$ cat src/rtl/bebd_pkg.sv
// bebd_pkg: widths, reset values, register indexes and word types of the
// block energy beep detector. No dependencies.
package bebd_pkg;

   localparam int SAMPLE_W    = 16;
   localparam int SAMPLE_BITS = 16;
   localparam int LEN_W       = 16;
   localparam int ENERGY_W    = 47;
   localparam int FRAME_W     = 8;
   localparam int OFFSET_W    = 32;
   localparam int SQ_W        = 2 * SAMPLE_BITS;
   localparam int SUM_W       = ((SQ_W > ENERGY_W) ? SQ_W : ENERGY_W) + 1;
   localparam int CSR_INDEX_W = 2;
   localparam int CSR_DATA_W  = ENERGY_W;

   localparam logic [ENERGY_W-1:0] ENERGY_MAX = {ENERGY_W{1'b1}};

   localparam logic [LEN_W-1:0]    BLOCK_LENGTH_RESET     = 16'd4410;
   localparam logic [ENERGY_W-1:0] ENERGY_THRESHOLD_RESET = 47'd7575859890;
   localparam logic [FRAME_W-1:0]  FRAME_BYTES_RESET      = 8'd2;

   typedef logic [CSR_INDEX_W-1:0] csr_index_type;

   localparam csr_index_type CSR_BLOCK_LENGTH     = 2'd0;
   localparam csr_index_type CSR_ENERGY_THRESHOLD = 2'd1;
   localparam csr_index_type CSR_FRAME_BYTES      = 2'd2;

   typedef struct packed {
      logic [LEN_W-1:0]    block_length;
      logic [ENERGY_W-1:0] energy_threshold;
      logic [FRAME_W-1:0]  frame_bytes;
   } cfg_type;

   typedef struct packed {
      logic [SQ_W-1:0] square;
      logic            last;
   } sq_word_type;

   typedef struct packed {
      logic [OFFSET_W-1:0] begin_sample;
      logic [OFFSET_W-1:0] end_sample;
   } mark_type;

endpackage

$ cat src/rtl/bebd_if.sv
// bebd_if: valid/ready channel interfaces for samples, markers and register
// writes. Depends on bebd_pkg.
interface bebd_req_if;
   import bebd_pkg::*;
   logic                       valid;
   logic                       ready;
   logic signed [SAMPLE_W-1:0] sample;
   logic                       last;
   modport source (output valid, output sample, output last, input ready);
   modport sink (input valid, input sample, input last, output ready);
endinterface

interface bebd_rsp_if;
   import bebd_pkg::*;
   logic                valid;
   logic                ready;
   logic [OFFSET_W-1:0] begin_offset;
   logic [OFFSET_W-1:0] end_offset;
   modport source (output valid, output begin_offset, output end_offset, input ready);
   modport sink (input valid, input begin_offset, input end_offset, output ready);
endinterface

interface bebd_csr_if;
   import bebd_pkg::*;
   logic                  valid;
   logic                  ready;
   logic [CSR_INDEX_W-1:0] index;
   logic [CSR_DATA_W-1:0]  data;
   modport source (output valid, output index, output data, input ready);
   modport sink (input valid, input index, input data, output ready);
endinterface

$ cat src/rtl/bebd_csr.sv
// bebd_csr: configuration registers written over the csr channel.
// Depends on bebd_pkg and bebd_if.
module bebd_csr (
   input  logic              clock,
   input  logic              reset,
   bebd_csr_if.sink          csr,
   output bebd_pkg::cfg_type cfg
);
   import bebd_pkg::*;

   cfg_type cfg_ff;
   cfg_type cfg_in;

   assign csr.ready = 1'b1;
   assign cfg       = cfg_ff;

   always_comb begin
      cfg_in = cfg_ff;
      if (csr.valid) begin
         case (csr.index)
            CSR_BLOCK_LENGTH:     cfg_in.block_length     = csr.data[LEN_W-1:0];
            CSR_ENERGY_THRESHOLD: cfg_in.energy_threshold = csr.data[ENERGY_W-1:0];
            CSR_FRAME_BYTES:      cfg_in.frame_bytes      = csr.data[FRAME_W-1:0];
            default:              cfg_in = cfg_ff;
         endcase
      end
   end

   always_ff @(posedge clock) begin
      if (reset) begin
         cfg_ff.block_length     <= BLOCK_LENGTH_RESET;
         cfg_ff.energy_threshold <= ENERGY_THRESHOLD_RESET;
         cfg_ff.frame_bytes      <= FRAME_BYTES_RESET;
      end else begin
         cfg_ff <= cfg_in;
      end
   end

endmodule

$ cat src/rtl/bebd_square.sv
// bebd_square: input register and squaring stage for incoming samples.
// Depends on bebd_pkg and bebd_if.
module bebd_square (
   input  logic                  clock,
   input  logic                  reset,
   bebd_req_if.sink              req,
   output logic                  sq_valid,
   output bebd_pkg::sq_word_type sq_word,
   input  logic                  sq_ready
);
   import bebd_pkg::*;

   logic                          in_valid_ff;
   logic                          in_valid_in;
   logic signed [SAMPLE_BITS-1:0] in_sample_ff;
   logic                          in_last_ff;
   logic                          in_ready;
   logic                          sq_valid_ff;
   logic                          sq_valid_in;
   sq_word_type                   sq_word_ff;
   logic signed [SQ_W-1:0]        product;

   assign in_ready  = !sq_valid_ff || sq_ready;
   assign req.ready = !in_valid_ff || in_ready;
   assign sq_valid  = sq_valid_ff;
   assign sq_word   = sq_word_ff;
   assign product   = in_sample_ff * in_sample_ff;

   always_comb begin
      in_valid_in = req.ready ? req.valid : in_valid_ff;
      sq_valid_in = in_ready ? in_valid_ff : sq_valid_ff;
   end

   always_ff @(posedge clock) begin
      if (reset) begin
         in_valid_ff <= 1'b0;
         sq_valid_ff <= 1'b0;
      end else begin
         in_valid_ff <= in_valid_in;
         sq_valid_ff <= sq_valid_in;
      end
   end

   always_ff @(posedge clock) begin
      if (req.valid && req.ready) begin
         in_sample_ff <= req.sample[SAMPLE_BITS-1:0];
         in_last_ff   <= req.last;
      end
      if (in_valid_ff && in_ready) begin
         sq_word_ff.square <= SQ_W'($unsigned(product));
         sq_word_ff.last   <= in_last_ff;
      end
   end

endmodule

$ cat src/rtl/bebd_tracker.sv
// bebd_tracker: block energy accumulation, on/off detection and marker
// register. Depends on bebd_pkg.
module bebd_tracker (
   input  logic                  clock,
   input  logic                  reset,
   input  bebd_pkg::cfg_type     cfg,
   input  logic                  sq_valid,
   input  bebd_pkg::sq_word_type sq_word,
   output logic                  sq_ready,
   output logic                  mark_valid,
   output bebd_pkg::mark_type    mark,
   input  logic                  mark_ready
);
   import bebd_pkg::*;

   logic                active_ff;
   logic                active_in;
   logic [ENERGY_W-1:0] energy_ff;
   logic [ENERGY_W-1:0] energy_in;
   logic [LEN_W-1:0]    pos_ff;
   logic [LEN_W-1:0]    pos_in;
   logic [OFFSET_W-1:0] block_start_ff;
   logic [OFFSET_W-1:0] block_start_in;
   logic [OFFSET_W-1:0] beep_start_ff;
   logic [OFFSET_W-1:0] beep_start_in;
   logic                mark_valid_ff;
   logic                mark_valid_in;
   mark_type            mark_ff;
   mark_type            mark_in;

   logic                consume;
   logic                emit;
   logic [LEN_W:0]      eff_len;
   logic [LEN_W:0]      taken;
   logic [SUM_W-1:0]    sum;
   logic [ENERGY_W-1:0] sat;
   logic                close;
   logic                turn_on;
   logic                turn_off;
   logic                active_v;
   logic [OFFSET_W-1:0] beep_start_v;

   assign sq_ready   = !mark_valid_ff || mark_ready;
   assign consume    = sq_valid && sq_ready;
   assign mark_valid = mark_valid_ff;
   assign mark       = mark_ff;

   always_comb begin
      eff_len = (cfg.block_length == '0) ? {1'b1, LEN_W'(0)} : {1'b0, cfg.block_length};
      sum     = SUM_W'(energy_ff) + SUM_W'(sq_word.square);
      sat     = (sum > SUM_W'(ENERGY_MAX)) ? ENERGY_MAX : sum[ENERGY_W-1:0];
      taken   = {1'b0, pos_ff} + (LEN_W+1)'(1);
      close   = (taken >= eff_len) || sq_word.last;
      turn_off     = active_ff && (sat < cfg.energy_threshold);
      turn_on      = !active_ff && (sat > cfg.energy_threshold);
      active_v     = turn_on ? 1'b1 : (turn_off ? 1'b0 : active_ff);
      beep_start_v = turn_on ? block_start_ff : beep_start_ff;
   end

   always_comb begin
      active_in      = active_ff;
      energy_in      = energy_ff;
      pos_in         = pos_ff;
      block_start_in = block_start_ff;
      beep_start_in  = beep_start_ff;
      emit           = 1'b0;
      mark_in        = mark_ff;
      if (consume) begin
         if (!close) begin
            energy_in = sat;
            pos_in    = taken[LEN_W-1:0];
         end else begin
            if (turn_off) begin
               emit                 = 1'b1;
               mark_in.begin_sample = beep_start_ff;
               mark_in.end_sample   = block_start_ff;
            end
            if (sq_word.last) begin
               if (active_v) begin
                  emit                 = 1'b1;
                  mark_in.begin_sample = beep_start_v;
                  mark_in.end_sample   = block_start_ff + OFFSET_W'(eff_len);
               end
               active_in      = 1'b0;
               energy_in      = '0;
               pos_in         = '0;
               block_start_in = '0;
               beep_start_in  = '0;
            end else begin
               active_in      = active_v;
               beep_start_in  = beep_start_v;
               energy_in      = '0;
               pos_in         = '0;
               block_start_in = block_start_ff + OFFSET_W'(taken);
            end
         end
      end
      mark_valid_in = sq_ready ? emit : mark_valid_ff;
   end

   always_ff @(posedge clock) begin
      if (reset) begin
         active_ff      <= 1'b0;
         energy_ff      <= '0;
         pos_ff         <= '0;
         block_start_ff <= '0;
         beep_start_ff  <= '0;
         mark_valid_ff  <= 1'b0;
      end else begin
         active_ff      <= active_in;
         energy_ff      <= energy_in;
         pos_ff         <= pos_in;
         block_start_ff <= block_start_in;
         beep_start_ff  <= beep_start_in;
         mark_valid_ff  <= mark_valid_in;
      end
   end

   always_ff @(posedge clock) begin
      mark_ff <= mark_in;
   end

endmodule

$ cat src/rtl/bebd_scale.sv
// bebd_scale: scales marker sample indices to byte offsets and holds the
// result word. Depends on bebd_pkg and bebd_if.
module bebd_scale (
   input  logic               clock,
   input  logic               reset,
   input  bebd_pkg::cfg_type  cfg,
   input  logic               mark_valid,
   input  bebd_pkg::mark_type mark,
   output logic               mark_ready,
   bebd_rsp_if.source         rsp
);
   import bebd_pkg::*;

   localparam int PROD_W = OFFSET_W + FRAME_W;

   logic                out_valid_ff;
   logic                out_valid_in;
   logic [OFFSET_W-1:0] begin_ff;
   logic [OFFSET_W-1:0] end_ff;
   logic [PROD_W-1:0]   begin_prod;
   logic [PROD_W-1:0]   end_prod;

   assign mark_ready       = !out_valid_ff || rsp.ready;
   assign rsp.valid        = out_valid_ff;
   assign rsp.begin_offset = begin_ff;
   assign rsp.end_offset   = end_ff;
   assign begin_prod       = PROD_W'(mark.begin_sample) * PROD_W'(cfg.frame_bytes);
   assign end_prod         = PROD_W'(mark.end_sample) * PROD_W'(cfg.frame_bytes);
   assign out_valid_in     = mark_ready ? mark_valid : out_valid_ff;

   always_ff @(posedge clock) begin
      if (reset) begin
         out_valid_ff <= 1'b0;
      end else begin
         out_valid_ff <= out_valid_in;
      end
   end

   always_ff @(posedge clock) begin
      if (mark_valid && mark_ready) begin
         begin_ff <= begin_prod[OFFSET_W-1:0];
         end_ff   <= end_prod[OFFSET_W-1:0];
      end
   end

endmodule

$ cat src/rtl/block_energy_beep_detector.sv
// path: an accepted sample passes the input, square, marker and result registers before its marker is valid
// throughput: one sample per cycle; a marker waiting on rsp does not stop intake
//   until the internal stages behind it are full
// pipeline: input register, square, energy/detect, offset scaling + result register
// reset: synchronous; empties the pipeline, clears stream state, loads register defaults
// depends on bebd_pkg, bebd_if, bebd_csr, bebd_square, bebd_tracker, bebd_scale
module block_energy_beep_detector (
   input logic        clock,
   input logic        reset,
   bebd_req_if.sink   req,
   bebd_rsp_if.source rsp,
   bebd_csr_if.sink   csr
);
   import bebd_pkg::*;

   cfg_type     cfg;
   logic        sq_valid;
   sq_word_type sq_word;
   logic        sq_ready;
   logic        mark_valid;
   mark_type    mark;
   logic        mark_ready;

   bebd_csr u_csr (
      .clock (clock),
      .reset (reset),
      .csr   (csr),
      .cfg   (cfg)
   );

   bebd_square u_square (
      .clock    (clock),
      .reset    (reset),
      .req      (req),
      .sq_valid (sq_valid),
      .sq_word  (sq_word),
      .sq_ready (sq_ready)
   );

   bebd_tracker u_tracker (
      .clock      (clock),
      .reset      (reset),
      .cfg        (cfg),
      .sq_valid   (sq_valid),
      .sq_word    (sq_word),
      .sq_ready   (sq_ready),
      .mark_valid (mark_valid),
      .mark       (mark),
      .mark_ready (mark_ready)
   );

   bebd_scale u_scale (
      .clock      (clock),
      .reset      (reset),
      .cfg        (cfg),
      .mark_valid (mark_valid),
      .mark       (mark),
      .mark_ready (mark_ready),
      .rsp        (rsp)
   );

endmodule

$ cat src/flat_wrapper.sv
// flat-port wrapper written by rule: the top's interface ports become plain ports
module block_energy_beep_detector_flat import bebd_pkg::*;
  (clock, reset, req_valid, req_sample, req_last, req_ready, rsp_valid, rsp_begin_offset, rsp_end_offset, rsp_ready, csr_valid, csr_index, csr_data, csr_ready);
  bebd_req_if req_i ();
  bebd_rsp_if rsp_i ();
  bebd_csr_if csr_i ();
  input logic clock;
  input logic reset;
  input wire logic [$bits(req_i.valid)-1:0] req_valid;
  input wire logic [$bits(req_i.sample)-1:0] req_sample;
  input wire logic [$bits(req_i.last)-1:0] req_last;
  output wire logic [$bits(req_i.ready)-1:0] req_ready;
  output wire logic [$bits(rsp_i.valid)-1:0] rsp_valid;
  output wire logic [$bits(rsp_i.begin_offset)-1:0] rsp_begin_offset;
  output wire logic [$bits(rsp_i.end_offset)-1:0] rsp_end_offset;
  input wire logic [$bits(rsp_i.ready)-1:0] rsp_ready;
  input wire logic [$bits(csr_i.valid)-1:0] csr_valid;
  input wire logic [$bits(csr_i.index)-1:0] csr_index;
  input wire logic [$bits(csr_i.data)-1:0] csr_data;
  output wire logic [$bits(csr_i.ready)-1:0] csr_ready;
  assign req_i.valid = req_valid;
  assign req_i.sample = req_sample;
  assign req_i.last = req_last;
  assign req_ready = req_i.ready;
  assign rsp_valid = rsp_i.valid;
  assign rsp_begin_offset = rsp_i.begin_offset;
  assign rsp_end_offset = rsp_i.end_offset;
  assign rsp_i.ready = rsp_ready;
  assign csr_i.valid = csr_valid;
  assign csr_i.index = csr_index;
  assign csr_i.data = csr_data;
  assign csr_ready = csr_i.ready;
  block_energy_beep_detector u_core (.clock(clock), .reset(reset), .req(req_i), .rsp(rsp_i), .csr(csr_i));
endmodule
$ cat config.mk
export PLATFORM = sky130hd
export DESIGN_NAME = block_energy_beep_detector_flat
export DESIGN_NICKNAME = d
export VERILOG_FILES = /design/src/rtl/bebd_pkg.sv /design/src/rtl/bebd_if.sv /design/src/rtl/bebd_csr.sv /design/src/rtl/bebd_square.sv /design/src/rtl/bebd_tracker.sv /design/src/rtl/bebd_scale.sv /design/src/rtl/block_energy_beep_detector.sv /design/src/flat_wrapper.sv
export SDC_FILE = /design/constraint.sdc
export NUM_CORES = 2
export LEC_CHECK = 0
export ABC_CLOCK_PERIOD_IN_PS = 5900
export CAP_MARGIN = 10
export CORE_MARGIN = 2
export CORE_UTILIZATION = 42
export CTS_CLUSTER_SIZE = 14
export DETAILED_ROUTE_END_ITERATION = 10
export DONT_BUFFER_PORTS = 1
export PLACE_DENSITY = 0.7
export SLEW_MARGIN = 20
export SYNTH_ARGS = -nofsm -noshare
export SYNTH_HDL_FRONTEND = slang
export SYNTH_SLANG_ARGS = --single-unit
export TNS_END_PERCENT = 20
$ cat constraint.sdc
create_clock -name clock -period 5.9 [get_ports clock]
set_input_delay 0.295 -clock clock [delete_from_list [all_inputs] [get_ports clock]]
set_output_delay 0.295 -clock clock [all_outputs]
set_load 0.1 [all_outputs]
After elaboration in Yosys (flattened, before gate mapping)

Index checks and enable logic that the tools add are counted.

Logic and storage cells: 73
Input bits: 71
Register bits after elaboration: 381

$mul: 3
Add/sub/neg operators: 4
Equal/unequal tests: 2
Reduce and logical (&&, ||, !) cells: 22
Muxes and demuxes: 18
Order comparisons: 4

Operator list:

| operator              | count |
|---|---|
| $mux 64               | 3 |
| $mux 32               | 3 |
| $mux 47               | 2 |
| $add 32x17->32        | 2 |
| $mul 32x8->32         | 2 |
| $add 47x32->48        | 1 |
| $gt 48x47->1 const B  | 1 |
| $gt 47x47->1          | 1 |
| $lt 47x47->1          | 1 |
| $mul 16x16->32        | 1 |
| $add 16x1->17 const B | 1 |
| $ge 17x17->1          | 1 |
| $mux 17               | 1 |
| $logic_not 16->1      | 1 |
| $mux 16               | 1 |
| $mux 1                | 8 |
| $reduce_and 2->1      | 4 |
| $logic_and 1x1->1     | 6 |
| $logic_not 1->1       | 5 |
| $logic_or 1x1->1      | 5 |
| $eq 2x1->1 const B    | 1 |
| $eq 2x2->1 const B    | 1 |
| $logic_not 2->1       | 1 |

Depth between registers and ports, before layout

Depth after elaboration: 11
Depth in mapped cells: 28
Mapped depth without buffers: 25

Modules after synthesis

From an unflattened synthesis, not the netlist that was laid out.

Cells, all modules: 4689
Area total of the unflattened synthesis: 42893.6 µm²

Modules (own cells, without submodules):

| module       | cells each | seq. area each (µm²) | area each (µm²) | times used |
|---|---|---|---|---|
| bebd_scale   | 1652       | 1941.9               | 15387.3         | 1 |
| bebd_tracker | 1663       | 4504.3               | 13848.3         | 1 |
| bebd_square  | 1077       | 1511.4               | 10659.0         | 1 |
| bebd_csr     | 297        | 1421.4               | 2999.1          | 1 |

Least setup slack after synthesis

Ideal clock, no wire load.

Path type: flip-flop to flip-flop
Start point: register u_core.u_square.in_sample_ff[1]
End point: register u_core.u_square.sq_word_ff (netlist bit u_core.u_square.sq_word[32]), data pin
Slack: -0.415 ns
Period minus slack after synthesis: 6.315 ns
Setup time: 0.259 ns
Data arrival time: 6.056 ns
Cell stages (with the launch flop): 26
Buffers on the path: 2
Cells stage by stage: edfxtp_1 clkbuf_1 clkbuf_1 nand2_1 fa_1 inv_1 fa_1 inv_1 fa_1 inv_1 fa_1 inv_1 fa_1 inv_1 fa_1 ha_1 nand3_1 a21oi_1 a221o_1 a21o_1 o2111a_1 o31ai_1 a21oi_1 a211oi_2 a21oi_1 xnor2_1

Longest elaborated chain between the ends: 1

RTL lines:

| element                         | RTL line          | text |
|---|---|---|
| start: declaration              | bebd_square.sv:15 | `logic signed [SAMPLE_BITS-1:0] in_sample_ff;` |
| start signal: assignment        | bebd_square.sv:46 | `in_sample_ff <= req.sample[SAMPLE_BITS-1:0];` |
| $mul 16x16->32                  | bebd_square.sv:27 | `assign product = in_sample_ff * in_sample_ff;` |
| via u_core.u_square.product[31] | bebd_square.sv:21 | `logic signed [SQ_W-1:0] product;` |
| end: declaration                | bebd_square.sv:20 | `sq_word_type sq_word_ff;` |

The timed path passes the listed nets, and every way through them passes these cells.
A chain may end at the register's enable or synchronous reset.

Final worst setup path

Start point: register u_core.u_square.in_sample_ff[2]
End point: register u_core.u_square.sq_word_ff (netlist bit u_core.u_square.sq_word[32]), data pin

Same word-level chain as after synthesis.

==> metrics.txt <==
status finished with violations; failing checks setup timing; I/O Buffers 0; Data required, critical path between 6000 and 7000 ps; DRC 0; Initial Util 42.4%; Synth Area in Adders 36.0%; Fill cells 9021; Seq. cell area 9390 um2; cell row count 114; crit path max fanout 5; maximum clock rate 0.160 GHz; Avg WL per Cell 16.8 um; switching power approximately 10 mW; Synth top area share 27.0%; antenna viol nets, final 0; CTS H-tree depth 2; yosys warns 0; Synth area leaders fa_1 (27%), edfxtp_1 (13%), dfxtp_1 (9.9%); post-synth top area cell fa_1; antenna violations before repair 1; Synth cell types between 90 and 100; Slew headroom 36.4%; Syn Nets 5376; largest net degree at the start of global routing 110; Post-synth ARST share 0%; Fin Setup TNS -1340 ps; Multi-input gate area about 28000 um2; ys flop type dfxtp_1; largest family of logic cells by synthesized area adder cells; post-synthesis mux area share 0.725%; critical path arrival 6590 ps; final worst slack -339 ps; Die Span X 317 um; vias per inst approximately 5.2; most common cell in the netlist inv_1; Post-synth EDFFs ~180; pwr dens ~520 nW/um2; vias in the first global route 31747; Syn Inst Count between 4000 and 5000; post-synthesis sequential element count 380; TritonCTS clock tree yes; crit path kind register to register; Num CTS Buffers 46; RSZ-0062 raised after global routing true; final worst-path cycle share 106%; Post-DP HPWL about 78000 um; first-pass GRT wire length 164000 um; commonest cells in the netlist inv_1 (675), nand2_1 (555), fa_1 (553); layout cells sized above 1 between 10% and 20%; Routed Wire Length 99700 um; Fin. Hold Viols 0; clock network fraction of total power 12.2%; post-synthesis simple-gate area fraction around 16%; GRT Util Overall a little over 20%; post-layout instance area 46400 um2; post-synthesis xor/xnor area fraction between 4 and 5%; post-synthesis average cell area 9.22 um2; VDD IR max roughly 1900 uV; switch share 41.2%; Final Critical Period 6240 ps; I/O pins 138; Comb pwr share between 70% and 80%; Pins Over Slew Limit 0; final setup vio count 8; grt total ovfl 0; Max-cap violations 0; Placeable Area approximately 97000 um2; DRT Pass-1 Iters 5; layout net count 5540; Layout Skew 47.3 ps; worst-case clock buffer depth 3; Ant. Diodes 0; Synth Area in Compound Gates 12.0%; Sinks on Clock Net 380; root cell of the clock tree clkbuf_16; min-delay worst type primary input to register; Area growth, synth to finish 13.0%; Die Ht 317 um; cell internal pwr 14.2 mW; DP Area 43800 um2; Placer Congestion 0.878; Synth Cell Area roughly 40000 um2; share of power burned in registers between 10% and 20%; Least-Margin Pin Slew 953 ps; Crit. End Element register; leakage power 20.7 nW; DIE AREA 100000 um2; fin util 47.9%; CP Launch Type register; sequential area share after synthesis roughly 23%; vias 30888; clk_lat worst skew 620 ps; Reg clk slew, reported paths 60 ps; Detailed Route Iter0 Violations roughly 1700
power groups by stage:
stage                     combinational [mW]  clock (mW)  sequential, mW
after floorplan                         11.8           0            3.86
after detailed placement                16.7           0            3.93
after CTS                               17.4        3.04            3.87
after global placement                  16.3           0            3.93
final                                   17.4        2.95            3.87
after global routing                    19.7        3.13            3.88
path summary, 6_finish.rpt:
| path | start | to | slack, ps | depth (start not counted) |
|---|---|---|---|---|
| max | u_core.u_square.in_sample_ff[2] | u_core.u_square.sq_word[32] | -340 | 23 |
| min | reset | u_core.u_tracker.energy_ff[42] | 70 | 3 |
| max reg2reg | u_core.u_square.in_sample_ff[2] | u_core.u_square.sq_word[32] | -340 | 23 |
| min reg2reg | u_core.u_square.in_last_ff | u_core.u_square.sq_word[0] | 430 | 0 |
placed cells by master, fill, tap and decap left out, types with 38 or more instances in the layout:
| cell type | n |
|---|---|
| ha_1 | 291 |
| xnor2_1 | 135 |
| clkbuf_16 | 48 |
| nor2_1 | 267 |
| edfxtp_1 | 177 |
| and3_1 | 38 |
| xor2_1 | 54 |
| a21oi_1 | 200 |
| nand2_1 | 550 |
| dlygate4sd3_1 | 66 |
| a21o_1 | 74 |
| buf_4 | 263 |
| a22o_1 | 68 |
| nand3_1 | 58 |
| fa_1 | 551 |
| and2_1 | 245 |
| o21ai_0 | 98 |
| inv_1 | 668 |
| dfxtp_1 | 196 |
final cells by class:
type	count	area share (%)
Clock buffer	61	2.80
Tap cell	1276	3.44
Sequential cell	380	20.2
Inverter	676	5.47
Clock inverter	24	0.558
Multi-Input combinational cell	3170	61.2
Timing Repair Buffer	345	6.25
kinds of logic (layout without fill, tap and decap cells):
family / Yosys count / in the layout
AOI/OAI and AO/OA: 732 / 732
xor gates and xnor gates: 189 / 189
adders and majority gates: 850 / 850
buffers and inverters: 905 / 1106
DFF: 380 / 380
muxes: 29 / 29
other: 1 / 1
and+or+nand+nor: 1369 / 1369
through the flow:
step / hold slack, ps / cells / total power, mW / setup slack (ps)
CTS: 23.0 / 5928 / 24.3 / -338
detailed placement: 390 / 5761 / 20.7 / -591
finish: 66.6 / 5932 / 24.2 / -339
global placement: 390 / 5761 / 20.3 / -474
global route: 72.1 / 5932 / 26.7 / -579
floorplan: 394 / 4455 / 15.6 / -198
what timing repair did:
action                                 4_1_cts  5_1_grt
pin swaps                                   35        9
hold buffers                                67        0
buffers inserted                            15        5
endpoints found under the hold margin      128        0
setup endpoints to repair                   14      101
gates resized for setup                     26       31
cloned                                       0        0
layer usage:
| metal | wire [um] | GRT usage (%) | vias up |
|---|---|---|---|
| li1 | - | - | 14764 |
| met1 | 42100 | 25.6 | 15282 |
| met2 | 50200 | 35.9 | 678 |
| met3 | 4280 | 2.66 | 164 |
| met4 | 3040 | 6.25 | 0 |
| met5 | 0 | 0 | - |
critical path, cell delays in order, from the launching register on:
cell and delay (ps):
edfxtp_1 490, buf_6 170, nand2_2 70, inv_2 40
fa_1 530, inv_1 50, fa_2 530, fa_1 430
fa_1 510, inv_1 50, fa_1 480, inv_1 50
fa_1 520, inv_2 50, ha_4 150, a21o_1 180
a221o_1 350, a21o_1 190, o2111a_2 290, o31ai_4 270
a21oi_2 100, a211oi_2 250, a21oi_1 120, xnor2_1 140
state kept, by name (all words and copies together) (netlist names):
register and count:
u_core.u_scale.rsp.end_offset 32, u_core.u_tracker.active_ff 1, u_core.u_scale.rsp.begin_offset 32, u_core.u_tracker.mark 64
u_core.u_square.in_sample_ff 16, u_core.u_tracker.block_start_ff 32, u_core.u_tracker.beep_start_ff 32, u_core.u_square.sq_valid 1
u_core.u_tracker.energy_ff 47, u_core.u_square.in_last_ff 1, u_core.u_square.sq_word 32, u_core.u_scale.rsp.valid 1
u_core.u_tracker.pos_ff 16, u_core.u_square.in_valid_ff 1, u_core.u_tracker.mark_valid 1, u_core.u_csr.cfg 71
No activity file was read; power rests on OpenSTA's default activity.
